File: src/sv/lrasm_pkg.sv
`timescale 1ns / 1ps
`default_nettype none
// ----------------------------------------------------------------------------
// lrasm_pkg: shared types and constants
// Node record, unit controls, operation codes and sequencer states.
// ----------------------------------------------------------------------------
package lrasm_pkg;

  localparam int LEAF_COUNT = 1024;

  typedef enum logic [1:0] {
    FUNC_ADD    = 2'd0,
    FUNC_ASSIGN = 2'd1,
    FUNC_QUERY  = 2'd2,
    FUNC_NONE   = 2'd3
  } func_t;

  localparam logic        ADDR_ELEMENT_COUNT  = 1'b0;
  localparam logic [10:0] ELEMENT_COUNT_RESET = 11'd1024;

  typedef struct packed {
    logic        pending;
    logic        asg_valid;
    logic [63:0] asg_value;
    logic [63:0] add;
    logic [63:0] sum;
    logic [63:0] min;
  } node_t;

  localparam int NODE_W = $bits(node_t);

  typedef enum logic [1:0] {
    UOP_PASS,
    UOP_APPLY,
    UOP_CLEAR,
    UOP_REBUILD
  } uop_t;

  typedef struct packed {
    uop_t        uop;
    logic        has_asg;
    logic [63:0] asg_v;
    logic [63:0] add_v;
    logic [5:0]  sh;
  } unit_ctrl_t;

  typedef enum logic [3:0] {
    ST_CLEAR,
    ST_IDLE,
    ST_PUSH_RD,
    ST_PUSH_PAR,
    ST_PUSH_C0,
    ST_PUSH_C1,
    ST_PUSH_CLR,
    ST_RNG,
    ST_RNG_LO,
    ST_RNG_CHK,
    ST_RNG_HI,
    ST_REB,
    ST_REB_A,
    ST_REB_B,
    ST_REB_K,
    ST_RESP
  } state_t;

  function automatic logic signed_less(input logic [63:0] a, input logic [63:0] b);
    signed_less = $signed(a) < $signed(b);
  endfunction

endpackage
`default_nettype wire

File: src/sv/lrasm_unit.sv
`timescale 1ns / 1ps
`default_nettype none
// ----------------------------------------------------------------------------
// lrasm_unit: shared node update unit
// Applies a tag to a node, clears a node's tags, or rebuilds it from children.
// ----------------------------------------------------------------------------
module lrasm_unit
  import lrasm_pkg::*;
(
  input  wire unit_ctrl_t ctrl,
  input  wire node_t      node_i,
  input  wire node_t      c0_i,
  input  wire node_t      c1_i,
  output node_t           node_o
);

  always_comb begin
    node_o = node_i;
    case (ctrl.uop)
      UOP_APPLY: begin
        if (ctrl.has_asg) begin
          node_o.sum       = (ctrl.asg_v << ctrl.sh) + (ctrl.add_v << ctrl.sh);
          node_o.min       = ctrl.asg_v + ctrl.add_v;
          node_o.asg_valid = 1'b1;
          node_o.asg_value = ctrl.asg_v;
          node_o.add       = ctrl.add_v;
        end else begin
          node_o.sum = node_i.sum + (ctrl.add_v << ctrl.sh);
          node_o.min = node_i.min + ctrl.add_v;
          node_o.add = node_i.add + ctrl.add_v;
        end
        node_o.pending = 1'b1;
      end
      UOP_CLEAR: begin
        node_o.pending   = 1'b0;
        node_o.asg_valid = 1'b0;
        node_o.asg_value = '0;
        node_o.add       = '0;
      end
      UOP_REBUILD: begin
        node_o.sum = c0_i.sum + c1_i.sum;
        node_o.min = signed_less(c1_i.min, c0_i.min) ? c1_i.min : c0_i.min;
      end
      default: begin
        node_o = node_i;
      end
    endcase
  end

endmodule
`default_nettype wire

File: config.mk
export PLATFORM = sky130hd
export DESIGN_NAME = lrasm_unit
export DESIGN_NICKNAME = d
export VERILOG_FILES = /design/src/sv/lrasm_pkg.sv /design/src/sv/lrasm_unit.sv
export SDC_FILE = /design/constraint.sdc
export NUM_CORES = 2
export LEC_CHECK = 0
export BUFFER_PORTS_ARGS = -buffer_cell sky130_fd_sc_hd__buf_4
export CORE_AREA = 5 5 451 453
export DETAILED_ROUTE_END_ITERATION = 16
export DIE_AREA = 0 0 456 458
export PLACE_DENSITY = 0.45
export SLEW_MARGIN = 5
export SYNTH_ARGS = -nofsm -noshare
export SYNTH_HDL_FRONTEND = slang
export SYNTH_SLANG_ARGS = --single-unit
File: constraint.sdc
create_clock -name vclk -period 7.7
set_input_delay 0.385 -clock vclk [all_inputs]
set_output_delay 0.385 -clock vclk [all_outputs]
set_load 0.05 [all_outputs]
==> results_dict.tcl <==
set metrics [dict create \
    drt_iter0_drc 3139 \
    outcome "finished clean" \
    setup_tns_ns 0 \
    finalWeightedCongestion 0.924 \
    cp_max_fo 53 \
    setup_viol 0 \
    relSlewSlack_pct 14.6 \
    io_buffers 909 \
    p_leak_uw 0.0176 \
    drive_gt1_share_pct 23.9 \
    track_usage_pct 20.7 \
    rsz0062_at_grt "false" \
    die_h_um 458 \
    antenna_found_initial 70 \
    drv_cap 0 \
    hold_depth 4 \
    regArea_sq_um 0 \
    yosys.cell_types.count 93 \
    drt-wirelength-per-cell_um 29.6 \
    grt_overflow 0 \
    netlist_area_sq_um 30200 \
    post_cts_buffers 0 \
    final_common_cell "buf_4" \
    hold_start "node_i[128]" \
    cts-resized-gates 0 \
    hold_path_end "node_o[128]" \
    vdd_drop_max_v 0.0000743 \
    finalCriticalPeriod_ns 6.82 \
    worstMarginPinSlew_ns 1.27 \
    hold_class "input port to primary output" \
    first_global_vias 38281 \
    syn_area_per_cell_sq_um 6.76 \
    coreArea_sq_um 199000 \
    powerDensity_nw_per_um2 118 \
    n_sequential_cell 0 \
    ant_nets 0 \
    slew_violations 0 \
    critPathTopFamily "compound AO/OA/AOI/OAI gates" \
    syn_inst 4477 \
    fin_crit_sh_pct 88.6 \
    dr.pass1.iters 5 \
    area_growth_pct 31.6 \
    drc 0 \
    rows 164 \
    whs_ns 1.16 \
    slowest_stage "o21ai_0" \
    crit_path_end_kind "primary output" \
    path_buf_inv 3 \
    cp_common_cell "o21ai_0" \
    clock.fmax_mhz 147 \
    ios 1169 \
    critPathMaxStageDelay_ns 0.99 \
    critPathLaunchType "input port" \
    crit_arrival_ns 6.44 \
    die_w_um 456 \
    totalWireLength_um 231000 \
    grt_pass1_wl_um 312000 \
    via_per_inst 5.06 \
    dieArea_sq_um 209000 \
    worstPathRequired_ns 7.32 \
    start_util_pct 15.2 \
    vias 39533 \
    crit_chain "buf_4 -> buf_4 -> a21oi_1 -> nand2_1 -> nand2_1 -> o21ai_0 -> o221ai_1 -> o21a_1 -> ha_1 -> a21o_1 -> a2111oi_0 -> o21ai_0 -> a31oi_1 -> a21o_1 -> nor2_1 -> o21ai_0 -> o21ai_0 -> xor2_1 -> a221o_1 -> buf_4" \
    yosysSeqAreaShare_pct 0 \
    layout.nets 6355 \
    ctsHoldBuffers 0 \
    most-common-layout-cells "973 x buf_4, 586 x nand2_1, 409 x nor2_1" \
    criticalPathCategory "input port to primary output" \
    grt_max_degree 80 \
    hold_viol 0 \
    synth_nets 5709 \
    hpwl_um 199000 \
    n_fill_cell 22748 \
    yosys_warnings 0 \
    clkbuf_count 0 \
]
-- synth_stat cells (13+ instances only) --
master / number / area (sq um)
and2_1: 20 / 125
nand2b_1: 38 / 238
a211oi_1: 52 / 390
nor3_1: 44 / 220
inv_1: 154 / 578
and3_1: 27 / 169
nand3_1: 92 / 460
nand4_1: 75 / 469
xnor2_1: 129 / 1130
o31ai_1: 29 / 218
a31oi_1: 53 / 332
a221oi_1: 16 / 140
o21ai_1: 40 / 200
clkbuf_1: 270 / 1010
o21a_1: 44 / 330
a221o_1: 25 / 250
mux4_2: 102 / 2300
nand2_1: 586 / 2200
mux2_2: 87 / 980
buf_2: 23 / 115
o22a_1: 13 / 114
o221ai_1: 43 / 377
o21ai_0: 349 / 1750
xor2_1: 91 / 797
o21bai_1: 57 / 428
a21o_1: 189 / 1420
buf_1: 33 / 124
a311oi_1: 13 / 114
a21oi_1: 357 / 1790
a22oi_1: 97 / 728
or3_1: 22 / 138
mux2i_1: 112 / 1120
a22o_1: 140 / 1230
nor2b_1: 32 / 200
ha_1: 317 / 3970
o22ai_1: 24 / 150
o211ai_1: 24 / 180
o2bb2ai_1: 30 / 263
o311ai_1: 27 / 236
nor2_1: 412 / 1550
-- cell families (layout without fill, tap and decap cells) --
| logic type | after synthesis | after routing | synth area share, % |
|---|---|---|---|
| simple gates | 1401 | 1401 | 20.4 |
| other cells | 0 | 36 | 0 |
| buf+inv | 493 | 1137 | 6.37 |
| compound gates | 1739 | 1739 | 38.8 |
| xor+xnor | 221 | 221 | 6.46 |
| mux | 302 | 302 | 14.6 |
| fa+ha+maj | 321 | 321 | 13.4 |
-- layout make-up --
cell class | count | area [sq um] | area share (%)
Timing Repair Buffer | 979 | 7410 | 18.6
Antenna cell | 36 | 90.1 | 0.226
Multi-Input combinational cell | 3984 | 28400 | 71.3
Inverter | 158 | 599 | 1.51
Tap cell | 2656 | 3320 | 8.35
-- per-layer routing --
| layer | global-route usage (%) | routed length [um] | vias to the layer above |
|---|---|---|---|
| met2 | 35.5 | 109000 | 1628 |
| met4 | 7.39 | 10200 | 22 |
| li1 | - | - | 18244 |
| met3 | 2.59 | 12600 | 271 |
| met5 | 0 | 152 | - |
| met1 | 26.5 | 99000 | 19368 |
-- tightest hold or removal path: stages --
cell     delay [ns]
buf_4          0.09
nand2_1        0.04
o21ai_0        0.06
buf_4          0.20
-- worst max-delay path by stage --
stage / cells past startpoint / start / slack, ns / end
after floorplan: 22 / ctrl[0] / 1.56 / node_o[118]
after global placement: 19 / ctrl[0] / 0.91 / node_o[121]
after detailed placement: 20 / ctrl[0] / 0.94 / node_o[127]
after CTS: 20 / ctrl[0] / 0.91 / node_o[127]
after global routing: 22 / ctrl[0] / 0.61 / node_o[127]
final: 20 / ctrl[1] / 0.88 / node_o[125]
-- where the power goes --
part	leakage, uW	internal (uW)	switching [uW]	total (uW)
logic	0.0176	1610	3080	4690
registers	0	0	0	0
clock network	0.000000232	0.000178	0	0.000178
-- metrics by stage --
| step | worst slack [ns] | utilization, % | cell area, sq um | total power, uW | instances |
|---|---|---|---|---|---|
| 2_1_floorplan | 1.56 | - | 30200 | 2860 | 4477 |
| 3_3_place_gp | 0.910 | 20.0 | 39700 | 4670 | 7777 |
| 3_5_place_dp | 0.943 | 20.0 | 39700 | 4670 | 7777 |
| 4_1_cts | 0.913 | 20.0 | 39700 | 4690 | 7777 |
| 5_1_grt | 0.609 | 20.0 | 39700 | 4980 | 7787 |
| 6_report | 0.876 | 20.0 | 39800 | 4690 | 7813 |
(Power assumes the default switching activity.)
