==> src/sv/lrasm_ram.sv <==
`timescale 1ns / 1ps
`default_nettype none
// ----------------------------------------------------------------------------
// lrasm_ram: generic single-port-write RAM
// One write port and one read port with registered read data.
// ----------------------------------------------------------------------------
module lrasm_ram #(
  parameter int WIDTH = 8,
  parameter int DEPTH = 16
) (
  input  wire logic                     clk,
  input  wire logic                     we,
  input  wire logic [$clog2(DEPTH)-1:0] waddr,
  input  wire logic [WIDTH-1:0]         wdata,
  input  wire logic [$clog2(DEPTH)-1:0] raddr,
  output logic      [WIDTH-1:0]         rdata
);

  logic [WIDTH-1:0] mem [DEPTH];

  always_ff @(posedge clk) begin
    if (we) begin
      mem[waddr] <= wdata;
    end
    rdata <= mem[raddr];
  end

endmodule
`default_nettype wire

==> config.mk <==
export PLATFORM = sky130hd
export DESIGN_NAME = lrasm_ram
export DESIGN_NICKNAME = d
export VERILOG_FILES = /design/src/sv/lrasm_ram.sv
export SDC_FILE = /design/constraint.sdc
export NUM_CORES = 1
export LEC_CHECK = 0
export ABC_CLOCK_PERIOD_IN_PS = 5200
export BUFFER_PORTS_ARGS = -buffer_cell sky130_fd_sc_hd__clkbuf_2
export CAP_MARGIN = 20
export CORE_AREA = 2 2 100 102
export CTS_CLUSTER_SIZE = 20
export DETAILED_ROUTE_END_ITERATION = 16
export DIE_AREA = 0 0 102 104
export PLACE_DENSITY = 0.72
export SYNTH_ARGS = -nofsm -noshare
export SYNTH_HDL_FRONTEND = slang
export SYNTH_SLANG_ARGS = --single-unit
==> constraint.sdc <==
create_clock -name clk -period 5.2 [get_ports clk]
set_clock_uncertainty 0.1 [all_clocks]
set_input_delay 0.52 -clock clk [delete_from_list [all_inputs] [get_ports clk]]
set_output_delay 0.52 -clock clk [all_outputs]
set_load 0.005 [all_outputs]
==> impl_metrics.ini, run 1 <==
[worst_setup_path]
slowest_delay_ns = 0.75
path_max_fanout = 8
worstReg2RegEnd = rdata[6]$_DFF_P_
crit_type = in -> reg
path_cells = clkbuf_2 -> or3b_2 -> nor2_1
cp.required_ns = 5.23
cpMaxStageDelayCell = nor2_1
cp-start-kind = input port
crit_path_end_kind = register
r2r_start = mem[11][6]$_DFFE_PP_
cp_data_arrival_time_ns = 1.93
rr_worst_depth = 3
reg2reg_setup_slack_ns = 3.71

[global_routing]
overflow = 0
grt_pass1_vias = 2477
grt_max_degree = 33
grt_pass1_wl_mm = 14.73
antenna_found_initial = 0
track_usage_pct = 20.23

[clocking]
clk_pin_slew_worst_paths_ns = 0.06
htreeDepth = 4
clock_latency_ns = 0.51
cts_made_buffers = 17
postCtsSetupBuffers = 0
cts.sinks = 136
hold_buffers = 0
cts-root-buf = clkbuf_8
ctsResizeCount = 0
cts_buffer_depth = 2
cts_tree = built

[die]
die_y_um = 104
num_io_pins = 26
start_util_pct = 53.90
die_w_um = 102
placementRows = 36
core_area_mm2 = 0.009549
die_area_mm2 = 0.01061

[layout]
syn_to_final_growth_pct = 14.95
final_core_util_pct = 61.96
diodes = 0
mostFrequentLayoutCell = edfxtp_1
drive_gt1_share_pct = 27.34
nets = 286
final_cell_mix = 128 x edfxtp_1, 25 x clkbuf_2, 18 x mux4_2, 16 x a22oi_1, 16 x clkbuf_16

[power]
p_sw_uw = 474.3
p_int_mw = 1.933
p_comb_share_pct = 4.4
clockPowerShare_pct = 44.3
netSwitchingFraction_pct = 19.70
ir_worst_vdd_v = 0.0002193
seq_power_share_pct = 51.3
p_per_area_mw_per_mm2 = 406.9
p_leak_nw = 1.984

[sta]
max_slew.worst_pin.slew_ns = 1.007
setup_tns_ns = 0
fmax_ghz = 0.5269
fin_crit_sh_pct = 36.50
timing.slew.headroom_pct = 32.59
rsz0062_at_grt = no
post-route-min-period_ns = 1.898
maxSlewViolCount = 0
hold_viol = 0
setup_viol = 0
holdWs_ns = 0.3226

[yosys]
synth_cells = 229
synth_seq_area_share_pct = 77.78
synth_seq_cells = 136
synth_nets = 247
synth_top_area_cell = edfxtp_1
syn_area_per_cell_um2 = 22.48
yosysTopAreaCellShare_pct = 74.67
synth.area.top_cells = edfxtp_1 75%, mux4_2 7.9%, mux4_1 7.1%
synthDistinctLibCells = 19
synth_area_mm2 = 0.005147
synth_warnings = 0

[hold_path]
holdPathEnd = mem[2][6]$_DFFE_PP_
holdPathStages = 1
hold_path.class = in -> reg
min_from = wdata[6]

[routing]
vias = 2382
drc = 0
routed_wl_mm = 9.691
drt_pre_antenna_iters = 4
vias_per_cell = 5.796
postRouteAntennaNets = 0
routedWlPerCell_um = 23.58
drtIter0Drc = 202

[placement]
place.gp.congestion = 0.7761
portBuffers = 25
dp_hpwl_mm = 5.803

[job]
maxCapViolCount = 0

[status]
status = complete, no violations
-- critical path: cells and delay by family --
family	cells	cell delay, ns
and+or+nand+nor	2	1.29
buffers and inverters	1	0.11
-- kinds of logic after synthesis --
kind of cell / share of synthesized area, %
AND/OR/NAND/NOR: 3.184
flip-flops: 77.78
multiplexers: 15.02
AO/OA/AOI/OAI: 2.334
buffers and inverters: 1.677
-- how the worst max path moves through the flow --
stage	startpoint	end	slack (ns)	depth (start not counted)
after floorplan	waddr[2]	mem[0][0]$_DFFE_PP_	3.09	2
after global placement	raddr[0]	rdata[1]$_DFF_P_	2.84	5
after detailed placement	waddr[2]	mem[3][1]$_DFFE_PP_	2.83	3
after CTS	waddr[2]	mem[3][7]$_DFFE_PP_	3.30	3
after global routing	waddr[2]	mem[3][7]$_DFFE_PP_	3.27	3
final	waddr[2]	mem[3][3]$_DFFE_PP_	3.30	3
-- metrics by stage --
step | worst slack (ns) | instance area [um2] | power (mW) | instances
final | 3.302 | 5917 | 2.408 | 411
after global routing | 3.273 | 5917 | 2.483 | 411
after CTS | 3.296 | 5917 | 2.426 | 411
after detailed placement | 2.829 | 5390 | 1.363 | 382
after global placement | 2.837 | 5390 | 1.360 | 382
after floorplan | 3.087 | 5147 | 1.316 | 229
-- power groups by stage --
| stage | Clock, mW | Combinational (mW) | Sequential [mW] |
|---|---|---|---|
| after global placement | 0 | 0.104 | 1.26 |
| after detailed placement | 0 | 0.107 | 1.26 |
| final | 1.07 | 0.106 | 1.23 |
| after floorplan | 0 | 0.0622 | 1.25 |
| after CTS | 1.08 | 0.108 | 1.23 |
| after global routing | 1.13 | 0.115 | 1.24 |
-- synthesized netlist by cell type, drive strengths merged --
cell type	count
or3b	1
buf	7
nand2b	2
and2	1
clkdlybuf4s25	3
nand3	1
nand3b	2
a22oi	16
nor2b	1
nand2	9
nor3	4
edfxtp	128
mux4	32
nor2	13
and2b	1
dfxtp	8
-- state kept, by name (all words and copies together), names as in the netlist --
signal  flops
mem       128
rdata       8
-- routing by layer --
metal	vias to the layer above	wire length, um	GRT usage (%)
met3	7	626	6.586
met2	102	4776	29.42
li1	1050	-	-
met4	0	97	7.238
met5	-	0	0
met1	1223	4190	29.18
-- layout make-up --
| type | instances | area [um2] |
|---|---|---|
| sequential | 136 | 4004 |
| fill | 666 | 3632 |
| multi-input combinational | 83 | 1057 |
| clock buffer | 17 | 414.1 |
| tap | 133 | 166.4 |
| timing repair buffer | 30 | 162.7 |
| clock inverter | 12 | 112.6 |
Power figures use the tool's default switching activity.
==> run 2, diff against run 1 <==
Settings changed: ABC_AREA set to 1, ABC_CLOCK_PERIOD_IN_PS 5200 to 1950, CORE_AREA 2 2 100 102 to 2 2 106 108, DIE_AREA 0 0 102 104 to 0 0 108 110, PLACE_DENSITY 0.72 to 0.71.
Clock period 5.2 ns to 1.95 ns, I/O delays scaled along.
==> run 2 against run 1 <==
Against the previous run: cell area grew 13%; via count grew 62%; synthesized cell count is 140% higher; synthesized area is 12% higher; die area increased by 12%; non-clock buffer count increased by 16; total power rose to 2.8 times the previous value; flip-flop and latch count unchanged; sequential share of layout area decreased by 7.6 points; highest routed layer unchanged.
==> impl_metrics.ini, run 2 <==
[status]
status = complete, no violations

[routing]
routed_wl_mm = 12.47
drtIter0Drc = 294
drt_pre_antenna_iters = 5
drc = 0
vias = 3857
routedWlPerCell_um = 16.74
vias_per_cell = 5.177
postRouteAntennaNets = 0

[global_routing]
grt_pass1_wl_mm = 19.77
track_usage_pct = 22.96
overflow = 0
grt_pass1_vias = 3764
grt.busiest_layer = met2
grt.met2_usage_pct = 36.21
met1_usage_pct = 31.27
gr-usage-met3_pct = 4.468
antenna_found_initial = 0
grt_max_degree = 39

[clocking]
cts_buffer_depth = 2
clock_latency_ns = 0.51
cts_made_buffers = 17
cts-root-buf = clkbuf_8
htreeDepth = 4
postCtsSetupBuffers = 0
cts.sinks = 136
ctsResizeCount = 0
hold_buffers = 2
cts_tree = built
clk_pin_slew_worst_paths_ns = 0.06

[placement]
portBuffers = 25
place.gp.congestion = 0.8634
pre_cts_ws_ns = 0.4361
dp_hpwl_mm = 7.551

[worst_setup_path]
crit_type = in -> reg
path_max_fanout = 16
worstReg2RegEnd = rdata[2]$_DFF_P_
rr_worst_depth = 6
cp-start-kind = input port
crit_path_end_kind = register
r2r_start = mem[1][2]$_DFFE_PP_
cp-startpoint = raddr[2]
reg2reg_setup_slack_ns = 0.77
cp_data_arrival_time_ns = 1.82
cp.required_ns = 2.25

[hold_path]
holdPathStages = 1
min_from = wdata[2]
hold_path.class = in -> reg
holdPathEnd = mem[3][2]$_DFFE_PP_

[yosys]
synth_warnings = 0
synth_cells = 551
synth_nets = 569
synth.area.top_cells = edfxtp_1 67%, nand2_1 11%, nand3_1 8.4%
synth_xor_area_share_pct = 0
synth_area_mm2 = 0.005767
yosysTopAreaCellShare_pct = 66.65
synth_top_area_cell = edfxtp_1
synth_top_family_by_area = simple AND/OR/NAND/NOR gates
synth_mux_area_share_pct = 0
yosysMostFrequentCell = nand2_1
synthTopCellsByCount = 173 x nand2_1, 128 x edfxtp_1, 100 x inv_1
synth_seq_area_share_pct = 69.43
ys.flop_type = edfxtp_1
synth_edf_count = 128
syn_area_per_cell_um2 = 10.47
synth_seq_cells = 136
synthArstFlopShare_pct = 0
synthSimpleGateAreaFrac_pct = 21.05
synthDistinctLibCells = 12
synthAdderAreaFrac_pct = 0
synth-compound-area-share_pct = 0

[layout]
syn_to_final_growth_pct = 15.58
mostFrequentLayoutCell = nand2_1
nets = 610
drive_gt1_share_pct = 12.23
diodes = 0
final_cell_mix = 173 x nand2_1, 128 x edfxtp_1, 100 x inv_1, 97 x nand3_1, 25 x clkbuf_2
largest_reg_flops = 128
largestRegisters = mem x128, rdata x8
largest_register = mem

[power]
ir_worst_vdd_v = 0.0007225
p_leak_nw = 2.911
p_per_area_mw_per_mm2 = 1014

[sta]
fmax_ghz = 0.6595
setup_viol = 0
fin_crit_sh_pct = 77.76
rsz0062_at_grt = no
setup_tns_ns = 0
max_slew.worst_pin.slew_ns = 0.6543
final.setup.worst_slack_ns = 0.4337
hold_viol = 0
post-route-min-period_ns = 1.516
maxSlewViolCount = 0
timing.slew.headroom_pct = 56.22

[die]
die_area_mm2 = 0.01188
placementRows = 38
start_util_pct = 53.91
die_y_um = 110
num_io_pins = 26
die_w_um = 108
core_area_mm2 = 0.01070

[job]
maxCapViolCount = 0
## run 2: changes by cell type after synthesis, moves of 14 or more
cell / delta
inv_1: +100
a22oi_1: -16
mux4_2: -18
mux4_1: -14
nand3_1: +96
nand2_1: +164
## run 2: area by class of cell
class                           instances  area (um2)
Multi-Input combinational cell        289        1214
Fill cell                             844        4033
Inverter                              102       382.9
Clock buffer                           25       484.2
Sequential cell                       136        4004
Timing Repair Buffer                   46       312.8
Clock inverter                          7       92.59
Tap cell                              140       175.2
## run 2: metrics by stage
| step | hold slack, ns | power [mW] | utilization [%] | cells | instance area (um2) |
|---|---|---|---|---|---|
| 2_1_floorplan | 0.1939 | 3.577 | - | 551 | 5767 |
| 3_3_place_gp | 0.4674 | 3.728 | 56.73 | 711 | 6068 |
| 3_5_place_dp | 0.4716 | 3.735 | 56.73 | 711 | 6068 |
| 4_1_cts | 0.04046 | 6.775 | 62.30 | 745 | 6665 |
| 5_1_grt | 0.07845 | 6.941 | 62.30 | 745 | 6665 |
| 6_report | 0.06167 | 6.761 | 62.30 | 745 | 6665 |
## run 2: worst max path at each step
stage	endpoint	depth (start not counted)
detailed placement	rdata[7]$_DFF_P_	8
global route	rdata[7]$_DFF_P_	6
global placement	rdata[7]$_DFF_P_	8
finish	rdata[7]$_DFF_P_	6
CTS	rdata[7]$_DFF_P_	6
floorplan	mem[10][0]$_DFFE_PP_	2
## run 2: report_power, final
part / internal [mW] / switching (mW)
Clock: 1.95 / 1.13
Combinational: 0.121 / 0.273
Sequential: 3.27 / 0.0202
## run 2: critical path: stages
cell           delay [ns]
dlygate4sd3_1        0.55
clkbuf_2             0.16
inv_1                0.44
nand3_1              0.21
nand3_1              0.19
nand2_1              0.07
## run 2: cells by family (layout without fill, tap and decap cells)
logic type / Yosys count / count (layout)
and+or+nand+nor: 289 / 289
DFF: 136 / 136
buffers and inverters: 126 / 180
## run 2: routing by layer
layer | up-vias | wire length [um]
met5 | - | 0
met3 | 26 | 807
li1 | 1855 | -
met4 | 0 | 332
met2 | 156 | 5787
met1 | 1820 | 5544
==> run 3, diff against run 2 <==
Settings changed: ABC_CLOCK_PERIOD_IN_PS 1950 to 1400.
Clock period 1.95 ns to 1.4 ns, I/O delays scaled along.
==> run 3 against run 2 <==
Against the previous run: combinational power increased by 49%; core utilization increased by 1.5 points; flip-flop and latch count unchanged; die area unchanged; critical path depth decreased by 5; cell area increased by 2.3%; register-to-register slack got worse by 0.51 ns; worst hold slack got worse by 0.014 ns; first-iteration DRC count increased by 36%; routed wire length increased by 2.4%; largest power group unchanged.
==> impl_metrics.ini, run 3 (synthesis gave the netlist of run 2 again) <==
[global_routing]
track_usage_pct = 23.63
grt_pass1_wl_mm = 20.00
grt_pass1_vias = 3847
antenna_found_initial = 0
overflow = 0
grt_max_degree = 35

[clocking]
htreeDepth = 4
cts_tree = built
clk_pin_slew_worst_paths_ns = 0.06
cts-root-buf = clkbuf_8
cts.sinks = 136
cts_buffer_depth = 2
cts_made_buffers = 17
clock_latency_ns = 0.53

[hold_path]
hold_path.class = in -> reg

[layout]
final_cell_mix = 173 x nand2_1, 128 x edfxtp_1, 100 x inv_1, 97 x nand3_1, 25 x clkbuf_2
largest_register = mem
nets = 622
syn_to_final_growth_pct = 18.27
largestRegisters = mem x128, rdata x8
mostFrequentLayoutCell = nand2_1
fin_area_mm2 = 0.006820
drive_gt1_share_pct = 13.78
fillers = 829
diodes = 0
largest_reg_flops = 128

[die]
die_w_um = 108
core_area_mm2 = 0.01070
start_util_pct = 53.91
die_area_mm2 = 0.01188
num_io_pins = 26
die_y_um = 110
placementRows = 38

[power]
p_per_area_mw_per_mm2 = 1416
ir_worst_vdd_v = 0.0009345
p_leak_nw = 2.977

[routing]
routed_wl_mm = 12.77
routedWlPerCell_um = 16.87
vias = 3887
drtIter0Drc = 401
postRouteAntennaNets = 0
drt_pre_antenna_iters = 5
drc = 0
vias_per_cell = 5.135

[worst_setup_path]
crit_family = flip-flops
cp-start-kind = register
cpMaxStageDelayCell = dfxtp_1
crit_type = reg -> out
crit_path_end_kind = output port
path_buf_inv = 1
cp.required_ns = 1.16
path_max_fanout = 1
cp_data_arrival_time_ns = 1.01
path_cells = clkbuf_2
slowest_delay_ns = 0.35

[placement]
portBuffers = 25
place.gp.congestion = 0.8219
dp_hpwl_mm = 7.934
place_area_mm2 = 0.006153

[sta]
rsz0062_at_grt = no
setup_tns_ns = 0
post-route-min-period_ns = 1.245
max_slew.worst_pin.slew_ns = 0.4251
fin_crit_sh_pct = 88.93
fmax_ghz = 0.8032
maxSlewViolCount = 0
hold_viol = 0
setup_viol = 0
timing.slew.headroom_pct = 71.66

[status]
status = complete, no violations

[job]
maxCapViolCount = 0
## run 3: power breakdown
part | switching, mW | leakage, nW | total, mW | internal [mW]
Clock | 1.64 | 0.274 | 4.49 | 2.85
Combinational | 0.390 | 1.48 | 0.585 | 0.195
Sequential | 0.0300 | 1.22 | 4.58 | 4.55
Total | 2.06 | 2.98 | 9.66 | 7.60
## run 3: routing by layer
metal | track usage (%) | vias to the layer above | part of all wire [%]
li1 | - | 1879 | -
met4 | 10.07 | 0 | 2.4
met3 | 5.350 | 29 | 6.4
met1 | 31.55 | 1826 | 42
met5 | 0 | - | 0
met2 | 37.74 | 153 | 49
## run 3: timing repair
| action | in CTS | in global routing |
|---|---|---|
| setup buffers | 0 | 0 |
| hold buffers | 6 | 0 |
| endpoints found under the hold margin | 88 | 0 |
| gates resized for setup | 0 | 0 |
## run 3: layout make-up
class | count | area, um2 | share of cell area [%]
sequential | 136 | 4004 | 58.70
tap | 140 | 175.2 | 2.568
clock inverter | 11 | 147.6 | 2.165
multi-input combinational | 289 | 1214 | 17.79
timing repair buffer | 58 | 437.9 | 6.421
inverter | 102 | 382.9 | 5.614
clock buffer | 21 | 459.2 | 6.733
## run 3: path summary, 6_finish.rpt
kind                        startpoint                   to  slack [ns]  cells after the start
setup / recovery      rdata[3]$_DFF_P_             rdata[3]        0.15                      1
hold reg to reg   mem[12][2]$_DFFE_PP_     rdata[2]$_DFF_P_        0.59                      6
setup reg to reg   mem[9][4]$_DFFE_PP_     rdata[4]$_DFF_P_        0.26                      6
hold / removal                wdata[6]  mem[0][6]$_DFFE_PP_        0.05                      1
## run 3: metrics by stage
step | setup slack [ns] | hold slack (ns) | instances | power [mW] | util (%)
global placement | 0.02840 | 0.4193 | 719 | 5.215 | 57.52
finish | 0.1549 | 0.04787 | 757 | 9.660 | 63.75
CTS | 0.1103 | 0.02716 | 757 | 9.708 | 63.75
detailed placement | 0.03829 | 0.4183 | 719 | 5.230 | 57.52
global route | 0.1114 | 0.04166 | 757 | 9.930 | 63.75
floorplan | 0.2092 | 0.1389 | 551 | 4.982 | -
